==> config.mk <==
export PLATFORM = sky130hd
export DESIGN_NAME = dmaq_cell
export DESIGN_NICKNAME = d
export VERILOG_FILES = /design/src/sv/dmaq_pkg.sv /design/src/sv/dmaq_cell.sv
export SDC_FILE = /design/constraint.sdc
export NUM_CORES = 1
export LEC_CHECK = 0
export ABC_AREA = 1
export ABC_CLOCK_PERIOD_IN_PS = 2400
export BUFFER_PORTS_ARGS = -buffer_cell sky130_fd_sc_hd__buf_4
export CORE_UTILIZATION = 40
export DETAILED_ROUTE_END_ITERATION = 12
export HOLD_SLACK_MARGIN = 0.02
export PLACE_DENSITY = 0.78
export SLEW_MARGIN = 30
export SYNTH_ARGS = -nofsm -noshare
export SYNTH_HDL_FRONTEND = slang
export SYNTH_SLANG_ARGS = --single-unit
==> constraint.sdc <==
create_clock -name clk -period 2.4 [get_ports clk]
set_clock_uncertainty 0.2 [all_clocks]
set_input_delay 0.12 -clock clk [delete_from_list [all_inputs] [get_ports clk]]
set_output_delay 0.12 -clock clk [all_outputs]
set_load 0.05 [all_outputs]
==> src/sv/dmaq_pkg.sv <==
// Package for the DMA descriptor ring queue: field widths, command and
// status codes, the descriptor type and the cell control group.
// No dependencies.
package dmaq_pkg;

  localparam int QUEUE_DEPTH_DEF = 8;
  localparam int MAX_ITEMS_DEF   = 1024;

  localparam int CMD_W    = 2;
  localparam int ADDR_W   = 32;
  localparam int ICNT_W   = 16;
  localparam int WSIZE_W  = 3;
  localparam int STAT_W   = 2;
  localparam int COUNT_W  = 11;
  localparam int WCODE_W  = 2;
  localparam int QLEVEL_W = 4;
  localparam int TOTAL_W  = 32;

  localparam logic [CMD_W-1:0] CMD_SUBMIT = 2'd0;
  localparam logic [CMD_W-1:0] CMD_DONE   = 2'd1;
  localparam logic [CMD_W-1:0] CMD_ERROR  = 2'd2;

  localparam logic [STAT_W-1:0] STAT_OK         = 2'd0;
  localparam logic [STAT_W-1:0] STAT_FULL       = 2'd1;
  localparam logic [STAT_W-1:0] STAT_ARG_ERR    = 2'd2;
  localparam logic [STAT_W-1:0] STAT_DONE_EMPTY = 2'd3;

  localparam logic [WSIZE_W-1:0] WSIZE_BYTE = 3'd1;
  localparam logic [WSIZE_W-1:0] WSIZE_HALF = 3'd2;
  localparam logic [WSIZE_W-1:0] WSIZE_WORD = 3'd4;

  localparam logic [WCODE_W-1:0] WCODE_BYTE = 2'd0;
  localparam logic [WCODE_W-1:0] WCODE_HALF = 2'd1;
  localparam logic [WCODE_W-1:0] WCODE_WORD = 2'd2;

  typedef struct packed {
    logic [ADDR_W-1:0]  src_end;
    logic [COUNT_W-1:0] count;
    logic [WCODE_W-1:0] width;
  } desc_t;

  typedef struct packed {
    logic shift;  // take the neighbor's descriptor
    logic load;   // take the newly submitted descriptor
  } cell_ctl_t;

endpackage

==> src/sv/dmaq_cell.sv <==
// One cell of the pending-descriptor chain: holds one descriptor, loads a
// new one or takes its neighbor's on a pop. Depends on dmaq_pkg.
module dmaq_cell
  import dmaq_pkg::*;
(
  input  logic      clk,
  input  cell_ctl_t ctl,
  input  desc_t     new_desc,
  input  desc_t     nbr_desc,
  output desc_t     desc
);

  desc_t desc_r;

  always_ff @(posedge clk) begin
    if (ctl.load) begin
      desc_r <= new_desc;
    end else if (ctl.shift) begin
      desc_r <= nbr_desc;
    end
  end

  assign desc = desc_r;

endmodule

==> results.toml <==
[final_layout]
stdcell_area_um2 = 3970
largest_reg_flops = 45
diodes = 0
syn_to_final_growth_pct = 100
n_fill_cell = 292
multi_input_area_um2 = 515
fin_cells = 485
utilization = 0.836
seq_area_um2 = 1350
nets = 510
layout-drive-gt1-share = 0.349

[die]
initial_utilization = 0.417
coreArea_um2 = 4750
die-area_um2 = 5240
dieWidth_um = 72.4
die_h_um = 72.4
row_count = 25
io_pins = 138

[timing]
hold_viol_final = 0
worst_slack_ns = 0.380
fmax_ghz = 0.495
setup-violations-final = 0
rsz0062_at_grt = "false"
period_share = 0.842
fin_hold_ws_ns = 0.414
drv_slew = 0
worst_pin_slew_ns = 0.757
timing.final.crit_period_ns = 2.02
setup-tns-final_ns = 0
max_slew_margin = 0.495

[placement]
dp_slack_ns = 0.499
port_buffers = 137
dpl.cell_count = 387
placed_cell_area_um2 = 2990
place.gp.congestion = 0.736

[outcome]
status = "complete, no violations"

[cts]
cts_root_buf = "clkbuf_8"
postCtsResizedCells = 0
cts_buffers = 5
clk_path_buf_depth = 2
cts_tree = "done"
cts_max_level = 2
clk_pin_slew_worst_paths_ns = 0.08
post-cts-setup-buffers = 0
cts.sinks = 45

[global_route]
grt_pass1_vias = 2151
grt_max_degree = 46
grt_overflow = 0
antenna_found_initial = 0
grt_util_all_layers = 0.240
grt_pass1_wl_mm = 9.58

[setup_path]
cpPeakStageDelay_ns = 0.56
endpoint_kind = "register"
critPathLaunchType = "input pin"
path_max_fanout = 45
critPathSlowestCell = "dlygate4sd3_1"
crit_path_cell_trace = "buf_4 -> buf_4 -> inv_2 -> nand2_1 -> nand2_1 -> dlygate4sd3_1"
worstPathArrival_ns = 1.86
required_ns = 2.24
crit_type = "in2reg"

[logic_synthesis]
yosysUniqueCellTypes = 7
synthAdderAreaFrac = 0
ys_seq_area_frac = 0.682
ys_ff_latch = 45
synth_top_family_by_area = "simple AND/OR/NAND/NOR gates"
syn_inst = 191
post_synth_xor_area_fraction = 0
synth_nets = 284
yosys.area_share.simple = 0.259
yosysWarnings = 0
syn_area_per_cell_um2 = 10.4
muxShareOfSynthArea = 0
synth_area_um2 = 1980
synth_compound_area_frac = 0

[drt]
drc = 0
met1Wirelength_mm = 2.19
wl_per_cell_um = 12.8
wl_met2_mm = 3.45
vias = 2178
drt_iter0_drc = 123
routed_wl_mm = 6.20
first_pass_iters = 4
ant_nets = 0
top_layer = "met4"
vias_per_cell = 4.49
dr_wl_met3_um = 426

[min_path]
hold_path.class = "in2reg"

[power]
leakagePower_nw = 1.97
p_total_mw = 2.23
peakVddDrop_v = 0.000445
power_density_nw_per_um2 = 562

[run]
drv_cap = 0
## power breakdown
group	total (mW)	internal, mW	switching [mW]
Sequential	0.986	0.964	0.0223
Combinational	0.806	0.346	0.460
Clock	0.439	0.196	0.243
## repair_timing
| action | 4_1_cts | 5_1_grt |
|---|---|---|
| endpoints found under the hold margin | 45 | 0 |
| endpoints found under the setup margin | 0 | 0 |
| hold buffers | 90 | 0 |
## cells in the mapped netlist
library cell	count	area, µm²
buf_2	4	20.0
inv_2	1	3.75
buf_12	4	80.1
or2_1	1	6.26
nand2_1	135	507
clkbuf_8	1	13.8
edfxtp_1	45	1350
## final timing paths
path / slack (ns) / endpoint / from / depth (start not counted)
worst min-delay path: 0.41 / desc[43]$_DFFE_PP_ / ctl[1] / 2
worst max-delay path: 0.38 / desc[33]$_DFFE_PP_ / ctl[0] / 6
## final cells by class
type / instances / area share
clock inverters: 3 / 0.00315
clock buffers: 5 / 0.0173
well taps: 67 / 0.0211
flip-flops and latches: 45 / 0.340
repair buffers: 228 / 0.488
inverters: 1 / 0.000945
multi-input cells: 136 / 0.130
## routing by layer
layer | vias to the layer above | GRT usage
li1 | 1060 | -
met1 | 991 | 0.256
met2 | 112 | 0.466
met3 | 15 | 0.0431
met4 | 0 | 0.0915
met5 | - | 0
## cells in the final DEF, fill, tap and decap left out
| master | count |
|---|---|
| buf_4 | 138 |
| nand2_1 | 135 |
| dlygate4sd3_1 | 90 |
| edfxtp_1 | 45 |
| clkbuf_8 | 5 |
| clkinv_1 | 2 |
| inv_2 | 1 |
| or2_4 | 1 |
| clkinv_2 | 1 |
## kinds of logic after synthesis
group	Yosys count
flops	45
buf+inv	10
simple gates	136
## worst max-delay path, delay by kind of cell
family | cells | cell delay, ns
buffers and inverters | 4 | 1.48
and+or+nand+nor | 2 | 0.24
Note: power is estimated with default switching activity, not from simulation.
